--- config.mk ---
export PLATFORM = sky130hd
export DESIGN_NAME = roman_numeral_converter
export DESIGN_NICKNAME = d
export VERILOG_FILES = /design/src/sv/rnc_pkg.sv /design/src/sv/roman_numeral_converter.sv
export SDC_FILE = /design/constraint.sdc
export NUM_CORES = 1
export LEC_CHECK = 0
export BUFFER_PORTS_ARGS = -buffer_cell sky130_fd_sc_hd__clkbuf_2
export CAP_MARGIN = 20
export CORE_MARGIN = 2
export CORE_UTILIZATION = 33
export DETAILED_ROUTE_END_ITERATION = 16
export GPL_TIMING_DRIVEN = 0
export HOLD_SLACK_MARGIN = 0.12
export PLACE_DENSITY = 0.6
export SLEW_MARGIN = 40
export SYNTH_ARGS = -nofsm -noshare
export SYNTH_HDL_FRONTEND = slang
export SYNTH_SLANG_ARGS = --single-unit
--- constraint.sdc ---
create_clock -name clk -period 6.5 [get_ports clk]
set_input_delay 1.3 -clock clk [delete_from_list [all_inputs] [get_ports clk]]
set_output_delay 1.3 -clock clk [all_outputs]
set_load 0.01 [all_outputs]
--- src/sv/rnc_pkg.sv ---
// Shared types, codes and lookup functions for the Roman numeral converter.
// No dependencies; imported by roman_numeral_converter.
`default_nettype none
package rnc_pkg;

  // result kinds carried in out_tuser
  localparam logic [1:0] KIND_CHAR  = 2'd0;
  localparam logic [1:0] KIND_VALUE = 2'd1;
  localparam logic [1:0] KIND_EMPTY = 2'd2;
  localparam logic [1:0] KIND_ERROR = 2'd3;

  // input command carried in in_tuser
  localparam logic CMD_ENCODE = 1'b0;
  localparam logic CMD_DECODE = 1'b1;

  localparam logic [11:0] MAX_NUMBER = 12'd3999;
  localparam logic [3:0]  MAX_LEN    = 4'd15;

  // symbol roles inside a digit pattern
  localparam logic [1:0] ROLE_UNIT = 2'd0;
  localparam logic [1:0] ROLE_FIVE = 2'd1;
  localparam logic [1:0] ROLE_TEN  = 2'd2;

  // multiples added to the running value while decoding
  localparam logic [1:0] ADD_ONE   = 2'd0;
  localparam logic [1:0] ADD_THREE = 2'd1;
  localparam logic [1:0] ADD_FIVE  = 2'd2;
  localparam logic [1:0] ADD_EIGHT = 2'd3;

  localparam logic [7:0] CH_I = 8'h49;
  localparam logic [7:0] CH_V = 8'h56;
  localparam logic [7:0] CH_X = 8'h58;
  localparam logic [7:0] CH_L = 8'h4C;
  localparam logic [7:0] CH_C = 8'h43;
  localparam logic [7:0] CH_D = 8'h44;
  localparam logic [7:0] CH_M = 8'h4D;

  typedef enum logic [2:0] {
    S_IDLE,
    S_FLAG,
    S_ENC_DIV,
    S_ENC_EMIT,
    S_DEC_STEP,
    S_DEC_RES
  } state_t;

  function automatic logic [11:0] place_weight(input logic [1:0] place);
    logic [11:0] w;
    unique case (place)
      2'd0:    w = 12'd1000;
      2'd1:    w = 12'd100;
      2'd2:    w = 12'd10;
      default: w = 12'd1;
    endcase
    return w;
  endfunction

  function automatic logic [11:0] dec_addend(input logic [1:0] place, input logic [1:0] sel);
    logic [14:0] w;
    logic [14:0] a;
    w = {3'd0, place_weight(place)};
    unique case (sel)
      ADD_ONE:   a = w;
      ADD_THREE: a = (w << 1) + w;
      ADD_FIVE:  a = (w << 2) + w;
      default:   a = w << 3;
    endcase
    return a[11:0];
  endfunction

  // characters in the pattern of a decimal digit
  function automatic logic [2:0] pattern_len(input logic [3:0] digit);
    logic [2:0] n;
    unique case (digit)
      4'd1, 4'd5:             n = 3'd1;
      4'd2, 4'd4, 4'd6, 4'd9: n = 3'd2;
      4'd3, 4'd7:             n = 3'd3;
      4'd8:                   n = 3'd4;
      default:                n = 3'd0;
    endcase
    return n;
  endfunction

  function automatic logic [1:0] pattern_role(input logic [3:0] digit, input logic [1:0] pos);
    logic [1:0] r;
    unique case (digit)
      4'd4:                r = (pos == 2'd0) ? ROLE_UNIT : ROLE_FIVE;
      4'd5:                r = ROLE_FIVE;
      4'd6, 4'd7, 4'd8:    r = (pos == 2'd0) ? ROLE_FIVE : ROLE_UNIT;
      4'd9:                r = (pos == 2'd0) ? ROLE_UNIT : ROLE_TEN;
      default:             r = ROLE_UNIT;
    endcase
    return r;
  endfunction

  function automatic logic [7:0] place_symbol(input logic [1:0] place, input logic [1:0] role);
    logic [7:0] c;
    unique case (place)
      2'd0:    c = CH_M;
      2'd1:    c = (role == ROLE_UNIT) ? CH_C : ((role == ROLE_FIVE) ? CH_D : CH_M);
      2'd2:    c = (role == ROLE_UNIT) ? CH_X : ((role == ROLE_FIVE) ? CH_L : CH_C);
      default: c = (role == ROLE_UNIT) ? CH_I : ((role == ROLE_FIVE) ? CH_V : CH_X);
    endcase
    return c;
  endfunction

endpackage
`default_nettype wire

--- src/sv/roman_numeral_converter.sv ---
// Roman numeral converter top level: sequencer around one shared 12-bit adder.
// Depends on rnc_pkg for codes, state type and symbol tables.
//
// Usage:
//   in_*  : one item per transfer. in_tuser selects encode (0) or decode (1).
//           Encode takes the number in in_tdata[11:0]; decode takes one ASCII
//           character in in_tdata[19:12], with in_tlast on the final one.
//   out_* : results. out_tuser gives the kind (character, value, empty, error),
//           out_tlast marks the last result caused by an input item.
//   Encode splits the number by repeated subtraction of 1000, 100, 10 and 1
//   in the shared adder (one step a cycle, up to 30 steps plus 4 place
//   changes), then sends one character a cycle while the output register is
//   free, skipping zero places; out of range and zero go through the flag
//   state, which loads one result once the output register is free.
//   A decode character passes the step state, and the result state when it
//   closes the string; the running value update goes through the same adder.
//   in_tready is high only while the sequencer is idle; one output register
//   holds a result while the receiver stalls and the sequencer waits on it.
//   Reset (rst_n low, synchronous) empties the output register and clears
//   the decode state; a partly received string is dropped.
//   Encode items may fall between the characters of a decode string.
`default_nettype none
module roman_numeral_converter (
  input  wire logic        clk,
  input  wire logic        rst_n,
  input  wire logic        in_tvalid,
  output logic             in_tready,
  input  wire logic [23:0] in_tdata,   // [11:0] number_in, [19:12] char_in, [23:20] zero
  input  wire logic        in_tuser,   // [0] command
  input  wire logic        in_tlast,   // end_of_string
  output logic             out_tvalid,
  input  wire logic        out_tready,
  output logic [23:0]      out_tdata,  // [7:0] char_out, [19:8] value_out, [23:20] zero
  output logic [1:0]       out_tuser,  // [1:0] kind
  output logic             out_tlast   // last_out
);
  import rnc_pkg::*;

  state_t state_r, state_nxt;

  // item latches
  logic [7:0]  char_r, char_nxt;
  logic        eos_r, eos_nxt;
  logic [1:0]  flag_kind_r, flag_kind_nxt;

  // encode state
  logic [11:0] rem_r, rem_nxt;
  logic [3:0]  digit_r, digit_nxt;
  logic [1:0]  place_r, place_nxt;
  logic [1:0]  phase_r, phase_nxt;
  logic [3:0]  digit_store [4];
  logic        store_we;

  // decode state
  logic [11:0] rv_r, rv_nxt;
  logic [1:0]  dplace_r, dplace_nxt;
  logic [2:0]  pphase_r, pphase_nxt;
  logic [3:0]  ccount_r, ccount_nxt;
  logic        bad_r, bad_nxt;

  // output register
  logic        ov_r, ov_nxt;
  logic [1:0]  okind_r, okind_nxt;
  logic [7:0]  ochar_r, ochar_nxt;
  logic [11:0] oval_r, oval_nxt;
  logic        olast_r, olast_nxt;

  // shared adder / subtractor
  logic [11:0] alu_a, alu_b;
  logic        alu_sub;
  logic [12:0] alu_res;
  logic        alu_ge;

  assign alu_res = alu_sub ? ({1'b0, alu_a} - {1'b0, alu_b}) : ({1'b0, alu_a} + {1'b0, alu_b});
  assign alu_ge  = ~alu_res[12];

  logic slot_free;
  assign slot_free = !ov_r || out_tready;

  // encode emit helpers
  logic [3:0] cur_digit;
  logic [2:0] cur_len;
  logic       tail_zero;
  logic       pat_end;

  assign cur_digit = digit_store[place_r];
  assign cur_len   = pattern_len(cur_digit);
  assign pat_end   = ({1'b0, phase_r} == cur_len - 3'd1);

  always_comb begin
    tail_zero = 1'b1;
    for (int i = 0; i < 4; i++) begin
      if (i > int'(place_r) && digit_store[i] != 4'd0) tail_zero = 1'b0;
    end
  end

  // symbol classification for decode
  logic       cls_ok;
  logic [1:0] cls_place;
  logic       cls_five;

  always_comb begin
    cls_ok    = 1'b1;
    cls_place = 2'd0;
    cls_five  = 1'b0;
    case (char_r)
      CH_M: cls_place = 2'd0;
      CH_C: cls_place = 2'd1;
      CH_D: begin cls_place = 2'd1; cls_five = 1'b1; end
      CH_X: cls_place = 2'd2;
      CH_L: begin cls_place = 2'd2; cls_five = 1'b1; end
      CH_I: cls_place = 2'd3;
      CH_V: begin cls_place = 2'd3; cls_five = 1'b1; end
      default: cls_ok = 1'b0;
    endcase
  end

  // decode step decision
  logic       dec_add;
  logic [1:0] dec_sel;
  logic [1:0] dec_place;

  always_comb begin
    bad_nxt    = bad_r;
    ccount_nxt = ccount_r;
    dplace_nxt = dplace_r;
    pphase_nxt = pphase_r;
    dec_add    = 1'b0;
    dec_sel    = ADD_ONE;
    dec_place  = dplace_r;
    if (ccount_r >= MAX_LEN) begin
      bad_nxt = 1'b1;
    end else begin
      ccount_nxt = ccount_r + 4'd1;
      if (!bad_r) begin
        if (!cls_ok) begin
          bad_nxt = 1'b1;
        end else if (ccount_r == 4'd0 || cls_place > dplace_r) begin
          // open a new, lower place
          dplace_nxt = cls_place;
          pphase_nxt = cls_five ? 3'd4 : 3'd1;
          dec_add    = 1'b1;
          dec_sel    = cls_five ? ADD_FIVE : ADD_ONE;
          dec_place  = cls_place;
        end else if (cls_place == dplace_r) begin
          if (!cls_five) begin
            if (pphase_r == 3'd1 || pphase_r == 3'd2 || pphase_r == 3'd4 ||
                pphase_r == 3'd5 || pphase_r == 3'd6) begin
              pphase_nxt = pphase_r + 3'd1;
              dec_add    = 1'b1;
            end else begin
              bad_nxt = 1'b1;
            end
          end else if (pphase_r == 3'd1) begin
            // unit then five: four
            pphase_nxt = 3'd0;
            dec_add    = 1'b1;
            dec_sel    = ADD_THREE;
          end else begin
            bad_nxt = 1'b1;
          end
        end else if (cls_place + 2'd1 == dplace_r && !cls_five && pphase_r == 3'd1) begin
          // unit then ten: nine
          pphase_nxt = 3'd0;
          dec_add    = 1'b1;
          dec_sel    = ADD_EIGHT;
        end else begin
          bad_nxt = 1'b1;
        end
      end
    end
  end

  // sequencer
  always_comb begin
    state_nxt     = state_r;
    char_nxt      = char_r;
    eos_nxt       = eos_r;
    flag_kind_nxt = flag_kind_r;
    rem_nxt       = rem_r;
    digit_nxt     = digit_r;
    place_nxt     = place_r;
    phase_nxt     = phase_r;
    store_we      = 1'b0;
    rv_nxt        = rv_r;
    ov_nxt        = ov_r && !out_tready;
    okind_nxt     = okind_r;
    ochar_nxt     = ochar_r;
    oval_nxt      = oval_r;
    olast_nxt     = olast_r;
    in_tready     = 1'b0;
    alu_a         = rem_r;
    alu_b         = place_weight(place_r);
    alu_sub       = 1'b1;

    // decode registers hold unless the decode step or result commits them
    unique case (state_r)
      S_IDLE: begin
        in_tready = 1'b1;
        if (in_tvalid) begin
          if (in_tuser == CMD_DECODE) begin
            char_nxt  = in_tdata[19:12];
            eos_nxt   = in_tlast;
            state_nxt = S_DEC_STEP;
          end else if (in_tdata[11:0] > MAX_NUMBER) begin
            flag_kind_nxt = KIND_ERROR;
            state_nxt     = S_FLAG;
          end else if (in_tdata[11:0] == 12'd0) begin
            flag_kind_nxt = KIND_EMPTY;
            state_nxt     = S_FLAG;
          end else begin
            rem_nxt   = in_tdata[11:0];
            digit_nxt = 4'd0;
            place_nxt = 2'd0;
            state_nxt = S_ENC_DIV;
          end
        end
      end
      S_FLAG: begin
        if (slot_free) begin
          ov_nxt    = 1'b1;
          okind_nxt = flag_kind_r;
          ochar_nxt = 8'd0;
          oval_nxt  = 12'd0;
          olast_nxt = 1'b1;
          state_nxt = S_IDLE;
        end
      end
      S_ENC_DIV: begin
        if (alu_ge) begin
          rem_nxt   = alu_res[11:0];
          digit_nxt = digit_r + 4'd1;
        end else begin
          store_we  = 1'b1;
          digit_nxt = 4'd0;
          place_nxt = place_r + 2'd1;
          phase_nxt = 2'd0;
          if (place_r == 2'd3) state_nxt = S_ENC_EMIT;
        end
      end
      S_ENC_EMIT: begin
        if (cur_len == 3'd0) begin
          // zero digit: skip the place
          place_nxt = place_r + 2'd1;
        end else if (slot_free) begin
          ov_nxt    = 1'b1;
          okind_nxt = KIND_CHAR;
          ochar_nxt = place_symbol(place_r, pattern_role(cur_digit, phase_r));
          oval_nxt  = 12'd0;
          olast_nxt = pat_end && tail_zero;
          if (pat_end) begin
            phase_nxt = 2'd0;
            place_nxt = place_r + 2'd1;
            if (tail_zero) state_nxt = S_IDLE;
          end else begin
            phase_nxt = phase_r + 2'd1;
          end
        end
      end
      S_DEC_STEP: begin
        alu_a   = rv_r;
        alu_b   = dec_addend(dec_place, dec_sel);
        alu_sub = 1'b0;
        if (dec_add) rv_nxt = alu_res[11:0];
        state_nxt = eos_r ? S_DEC_RES : S_IDLE;
      end
      S_DEC_RES: begin
        if (slot_free) begin
          ov_nxt    = 1'b1;
          ochar_nxt = 8'd0;
          olast_nxt = 1'b1;
          if (bad_r || rv_r == 12'd0 || rv_r > MAX_NUMBER) begin
            okind_nxt = KIND_ERROR;
            oval_nxt  = 12'd0;
          end else begin
            okind_nxt = KIND_VALUE;
            oval_nxt  = rv_r;
          end
          state_nxt = S_IDLE;
        end
      end
      default: state_nxt = S_IDLE;
    endcase
  end

  always_ff @(posedge clk) begin
    if (!rst_n) begin
      state_r <= S_IDLE;
    end else begin
      state_r <= state_nxt;
    end
  end

  always_ff @(posedge clk) begin
    if (!rst_n) begin
      ov_r     <= 1'b0;
      rv_r     <= 12'd0;
      dplace_r <= 2'd0;
      pphase_r <= 3'd0;
      ccount_r <= 4'd0;
      bad_r    <= 1'b0;
    end else begin
      ov_r <= ov_nxt;
      if (state_r == S_DEC_STEP) begin
        rv_r     <= rv_nxt;
        dplace_r <= dplace_nxt;
        pphase_r <= pphase_nxt;
        ccount_r <= ccount_nxt;
        bad_r    <= bad_nxt;
      end else if (state_r == S_DEC_RES && slot_free) begin
        // string closed: return the decoder to its reset state
        rv_r     <= 12'd0;
        dplace_r <= 2'd0;
        pphase_r <= 3'd0;
        ccount_r <= 4'd0;
        bad_r    <= 1'b0;
      end
    end
  end

  always_ff @(posedge clk) begin
    char_r      <= char_nxt;
    eos_r       <= eos_nxt;
    flag_kind_r <= flag_kind_nxt;
    rem_r       <= rem_nxt;
    digit_r     <= digit_nxt;
    place_r     <= place_nxt;
    phase_r     <= phase_nxt;
    okind_r     <= okind_nxt;
    ochar_r     <= ochar_nxt;
    oval_r      <= oval_nxt;
    olast_r     <= olast_nxt;
  end

  always_ff @(posedge clk) begin
    if (store_we) digit_store[place_r] <= digit_r;
  end

  assign out_tvalid = ov_r;
  assign out_tdata  = {4'd0, oval_r, ochar_r};
  assign out_tuser  = okind_r;
  assign out_tlast  = olast_r;

endmodule
`default_nettype wire

; Word level (Yosys, flattened, before mapping)
; Memories as Yosys holds them, arrays and structs flattened. A register that Yosys moved wholly into a read port is not among the register bits.
; Cells that the tools add are included.
[op_classes]
n_bitwise = 1
add_sub_neg = 11
muxes = 148
n_eq_ne = 57
reduce_logical = 59
n_lt_le_gt_ge = 7
[op_table]
columns = operator, n
row1 = $mux 12, 15
row2 = $mux 2, 37
row3 = $pmux 12 s3, 2
row4 = $mux 3, 22
row5 = $pmux 10 s3, 2
row6 = $eq 8x7->1 const B, 7
row7 = $mux 4, 12
row8 = $mux 1, 40
row9 = $ne 2x2->1 const B, 17
row10 = $add 12x12->12, 2
row11 = $gt 12x12->1 const B, 2
row12 = $logic_not 12->1, 2
row13 = $mux 8, 3
row14 = $pmux 12 s2, 1
row15 = $pmux 2 s3, 3
row16 = $eq 4x3->1 const B, 4
row17 = $pmux 8 s2, 1
row18 = $reduce_and 8->1, 2
row19 = $eq 3x3->1 const B, 5
row20 = $pmux 3 s5, 1
row21 = $pmux 5 s3, 1
row22 = $add 12x12->13, 1
row23 = $mux 13, 1
row24 = $sub 12x12->13, 1
row25 = other kinds (43), 99
[word_totals]
inputBits = 30
mem_bits_rw = 16
mem_count = 2
regBits = 79
romBits = 48
wordCells = 303
output_inout_bits = 29
[memory_table]
columns = name, words, width, rd, rd_clocked_by_memory_dff, wr, line_no
row1 = (no name shown), 16, 3, 1, 0, 0, rnc_pkg.sv:74  ; unique case (digit)
row2 = digit_store, 4, 4, 4, 1, 1, roman_numeral_converter.sv:51  ; logic [3:0] digit_store [4];

; Logic depth before layout (Yosys ltp)
[depth]
depth_word = 22
depth_mapped = 35
mapped_depth_nobuf = 33

; Least setup slack after synthesis
; Ideal clock, no wire load.
[synth_path]
path_kind = register -> register
startpoint = reg char_r[4]
endpoint = reg rem_r[0], enable pin
path_slack_ns = -0.743
synth_period_minus_slack_ns = 7.243
path_stages_with_launch = 32
setup_time_ns = 0.382
t_arrival_ns = 6.861
path_cell_list = edfxtp_1 clkbuf_1 nor2_1 nand3_1 a31o_2 a21oi_1 ha_1 nor2b_1 o21ai_1 and2_1 clkbuf_1 nor2_1 o21ai_0 ha_1 inv_1 or4_1 o21a_1 o21ai_0 and2_1 a21oi_1 ha_1 a21o_1 fa_1 a21oi_1 a2bb2oi_1 a21oi_1 nand4_1 nand4_1 o211ai_1 xnor2_1 nor2_1 nor2b_1
[synth_via]
elab_chain_len = 20
[synth_rtl]
columns = item, line_no
row1 = start: declaration, roman_numeral_converter.sv:42  ; logic [7:0] char_r, char_nxt;
row2 = start signal: assignment, roman_numeral_converter.sv:322  ; char_r <= char_nxt;
row3 = branches (longest 14 deep; another with $gt 2x2->1), --
row4 = $pmux 12 s3 (*), rnc_pkg.sv:62  ; unique case (sel)
row5 = $mux 12 (*), roman_numeral_converter.sv:197  ; unique case (state_r)
row6 = $sub 12x12->13 or $add 12x12->13 (tied branches), roman_numeral_converter.sv:74  ; assign alu_res = alu_sub ? ({1'b0, alu_a} - {1'b0, alu_b}) : ({1'b0, alu_a} + {1'b0, alu_b});
row7 = $mux 13 (*), roman_numeral_converter.sv:74
row8 = $ne 2x2->1 (no source line) (*), --
row9 = $reduce_and 6->1 (no source line) (*), --
row10 = end signal: assignment, roman_numeral_converter.sv:325  ; rem_r <= rem_nxt;
row11 = end: declaration, roman_numeral_converter.sv:47  ; logic [11:0] rem_r, rem_nxt;
; Mark *: on every way between the ends. The select of a mux whose other input is x is not followed.
; A chain may end at the register's enable or synchronous reset.

; Final worst setup path
[layout_path]
startpoint = reg char_r[1]
endpoint = reg phase_r[1], enable pin
[layout_via]
elab_chain_len = 20
[layout_rtl]
columns = item, line_no
row1 = branches (longest 14 deep; another with $gt 2x2->1), --
row2 = $pmux 12 s3 (*), rnc_pkg.sv:62
row3 = $mux 12 (*), roman_numeral_converter.sv:197
row4 = $sub 12x12->13 or $add 12x12->13 (tied branches), roman_numeral_converter.sv:74
row5 = $mux 13 (*), roman_numeral_converter.sv:74
row6 = $ne 2x2->1 (no source line) (*), --
row7 = $reduce_and 4->1 (no source line) (*), --
row8 = end signal: assignment, roman_numeral_converter.sv:328  ; phase_r <= phase_nxt;
row9 = end: declaration, roman_numeral_converter.sv:50  ; logic [1:0] phase_r, phase_nxt;
; Marked as above.

==> results_dict.tcl <==
set metrics [dict create \
    status "completed" \
    yosysMostFrequentCell "nand2_1" \
    synth_area_um2 6270 \
    clk_path_buf_depth 2 \
    post-route-period-util 0.993 \
    coreArea_um2 18600 \
    synthTopCellsByArea "edfxtp_1 (32%), dfxtp_1 (8.9%), ha_1 (7.6%)" \
    dr.first_iter.drc_count 436 \
    synth-seq-area-share 0.410 \
    grt_pass1_wl_um 26600 \
    root_buffer "clkbuf_16" \
    p_clk_frac 0.144 \
    power_leakage_uw 0.00305 \
    nNetsFinal 869 \
    crit_path_end_kind "flop" \
    slew_violations 0 \
    row_count 50 \
    cts.sinks 95 \
    max-cap-violations 0 \
    fin_crit_ns 6.46 \
    drtPass1Iterations 4 \
    grtUsageTotal 0.169 \
    async_flop_share 0 \
    layout.area.seq_um2 2570 \
    finalSetupTns_ns 0 \
    die_h_um 142 \
    wirelength_um 17700 \
    die_x_um 142 \
    routed-via-count 5528 \
    grt_overflow 0 \
    syn_avg_cell_area_um2 8.97 \
    dieArea_um2 20100 \
    synthCells 699 \
    tightest_slew_ns 0.882 \
    setup_viol 0 \
    wl_met1_um 8850 \
    num_antenna_cells 0 \
    via_per_inst 5.32 \
    hold_class "flop to flop" \
    intPower_uw 2120 \
    crit_top_cell "ha_4" \
    crit_type "flop to flop" \
    route.detailed.drc 0 \
    p_switching_uw 1700 \
    dp_hpwl_um 12600 \
    grt_pass1_vias 5000 \
    rsz0062_at_grt "true" \
    fillers 1844 \
    max-vdd-ir-drop_v 0.000200 \
    highest_layer "met4" \
    io_pins 59 \
    power.total_uw 3810 \
    wl_met3_um 780 \
    syn_to_final_growth_pct 25.4 \
    cp.required_ns 6.61 \
    synth_top_area_share 0.321 \
    clock_latency_ns 0.35 \
    cts.clk_slew.worst_paths_ns 0.07 \
    cp_max_fo 8 \
    portBuffers 48 \
    finalHoldViolCount 0 \
    synth.distinct_cells 79 \
    yosysTopAreaCell "edfxtp_1" \
    initial_core_util 0.336 \
    multi_input_area_um2 3840 \
    cp-start-kind "flop" \
    relSlewSlack 0.406 \
    switching_share 0.445 \
    slowest_delay_ns 0.43 \
    cts.htree.levels 3 \
    power_frac_seq 0.241 \
    max_freq_mhz 155 \
    ys_top_cells_by_count "nand2_1 (98), edfxtp_1 (67), nor2_1 (56)" \
    ant_nets 0 \
    antenna_found_initial 0 \
    post-route-util 0.422 \
    drive_gt1_frac 0.235 \
    ys_warn_count 0 \
    numCtsBuffers 9 \
    wl_met2_um 7800 \
    synth-seq-cells 95 \
    synthFlopType "edfxtp_1" \
    slowest_stage "a2111o_1" \
    cts_tree "built" \
    arrival_ns 6.56 \
    place.gp.congestion 0.922 \
    power_frac_comb 0.615 \
    powerDensity_nw_per_um2 485 \
    routedWlPerCell_um 17.0 \
    fin_worst_skew_ns 0.00799 \
    synth-edff-count 67 \
    grt_start_max_net_pins 18 \
]
power groups by stage:
stage	combinational (µW)	clock, µW	sequential [µW]
floorplan	1320	0	916
global placement	1810	0	928
detailed placement	1820	0	929
CTS	2070	554	920
global route	2550	581	935
finish	2340	549	921
timing repair:
item / in CTS / in global routing
hold buffers: 0 / 0
pin swaps: 16 / 29
cloned: 1 / 1
setup endpoints to repair: 56 / 46
setup buffers: 23 / 15
resized for setup: 50 / 41
per-layer routing:
metal  vias to the layer above  GRT usage
li1                       2734          -
met2                       140      0.254
met5                         -          0
met3                        15     0.0283
met4                         0     0.0489
met1                      2639      0.250
stage by stage:
stage / hold WS [ns] / cell area (µm²) / instances / setup slack [ns]
6_report: 0.505 / 7860 / 1039 / 0.0435
5_1_grt: 0.532 / 7860 / 1039 / -0.231
4_1_cts: 0.512 / 7540 / 1024 / 0.00459
3_5_place_dp: 0.503 / 6840 / 986 / -1.38
3_3_place_gp: 0.497 / 6840 / 986 / -1.29
2_1_floorplan: 0.467 / 6300 / 704 / 0.0542
final cells by class:
cell class | count | share of cell area
multi-input combinational | 550 | 0.488
sequential | 95 | 0.327
tap | 234 | 0.0372
clock inverter | 7 | 0.0100
timing repair buffer | 86 | 0.0731
clock buffer | 9 | 0.0287
buffer | 32 | 0.0228
inverter | 26 | 0.0127
final timing paths:
check | slack (ns) | depth (start not counted) | start | end
setup / recovery | 0.04 | 31 | char_r[1] | phase_r[1]
hold / removal | 0.51 | 2 | dplace_r[1] | dplace_r[1]
setup reg to reg | 0.04 | 31 | char_r[1] | phase_r[1]
hold reg to reg | 0.51 | 2 | dplace_r[1] | dplace_r[1]
cells in the final DEF, fill, tap and decap left out, drive strengths merged, types with 11 or more instances in the layout:
master,instances
edfxtp,67
nand3,31
buf,47
clkbuf,80
o21ai,45
ha,38
nor2b,13
nor2,58
nor3,19
nand2b,11
and2,36
dfxtp,28
nand2,98
inv,28
nor4,11
a21oi,38
worst max-delay path: cells and delay by family, from the launching register on:
kind                     cells  cell delay (ns)
buffers and inverters        4             0.56
flip-flops                   1             0.42
adder cells (fa/ha/maj)      4             0.95
multiplexers                 1             0.34
AO/OA/AOI/OAI               13             2.76
AND/OR/NAND/NOR              9             1.17
registers in the layout, indices dropped and copies added, names as in the netlist, 3 cells and up, named ones only:
name         count
digit_store     16
state_r          3
pphase_r         3
ochar_r          6
rem_r           12
oval_r          12
ccount_r         4
char_r           8
digit_r          4
rv_r            12
cells by family (layout without fill, tap and decap cells):
group,Yosys count,in the layout,synth area share
simple gates,324,324,0.263
mux,8,9,0.0216
buf+inv,60,160,0.0395
compound gates,153,153,0.159
flops,95,95,0.410
xor+xnor,19,19,0.0265
other cells,1,6,0.000598
fa+ha+maj,39,39,0.0790
(Power assumes the default switching activity.)
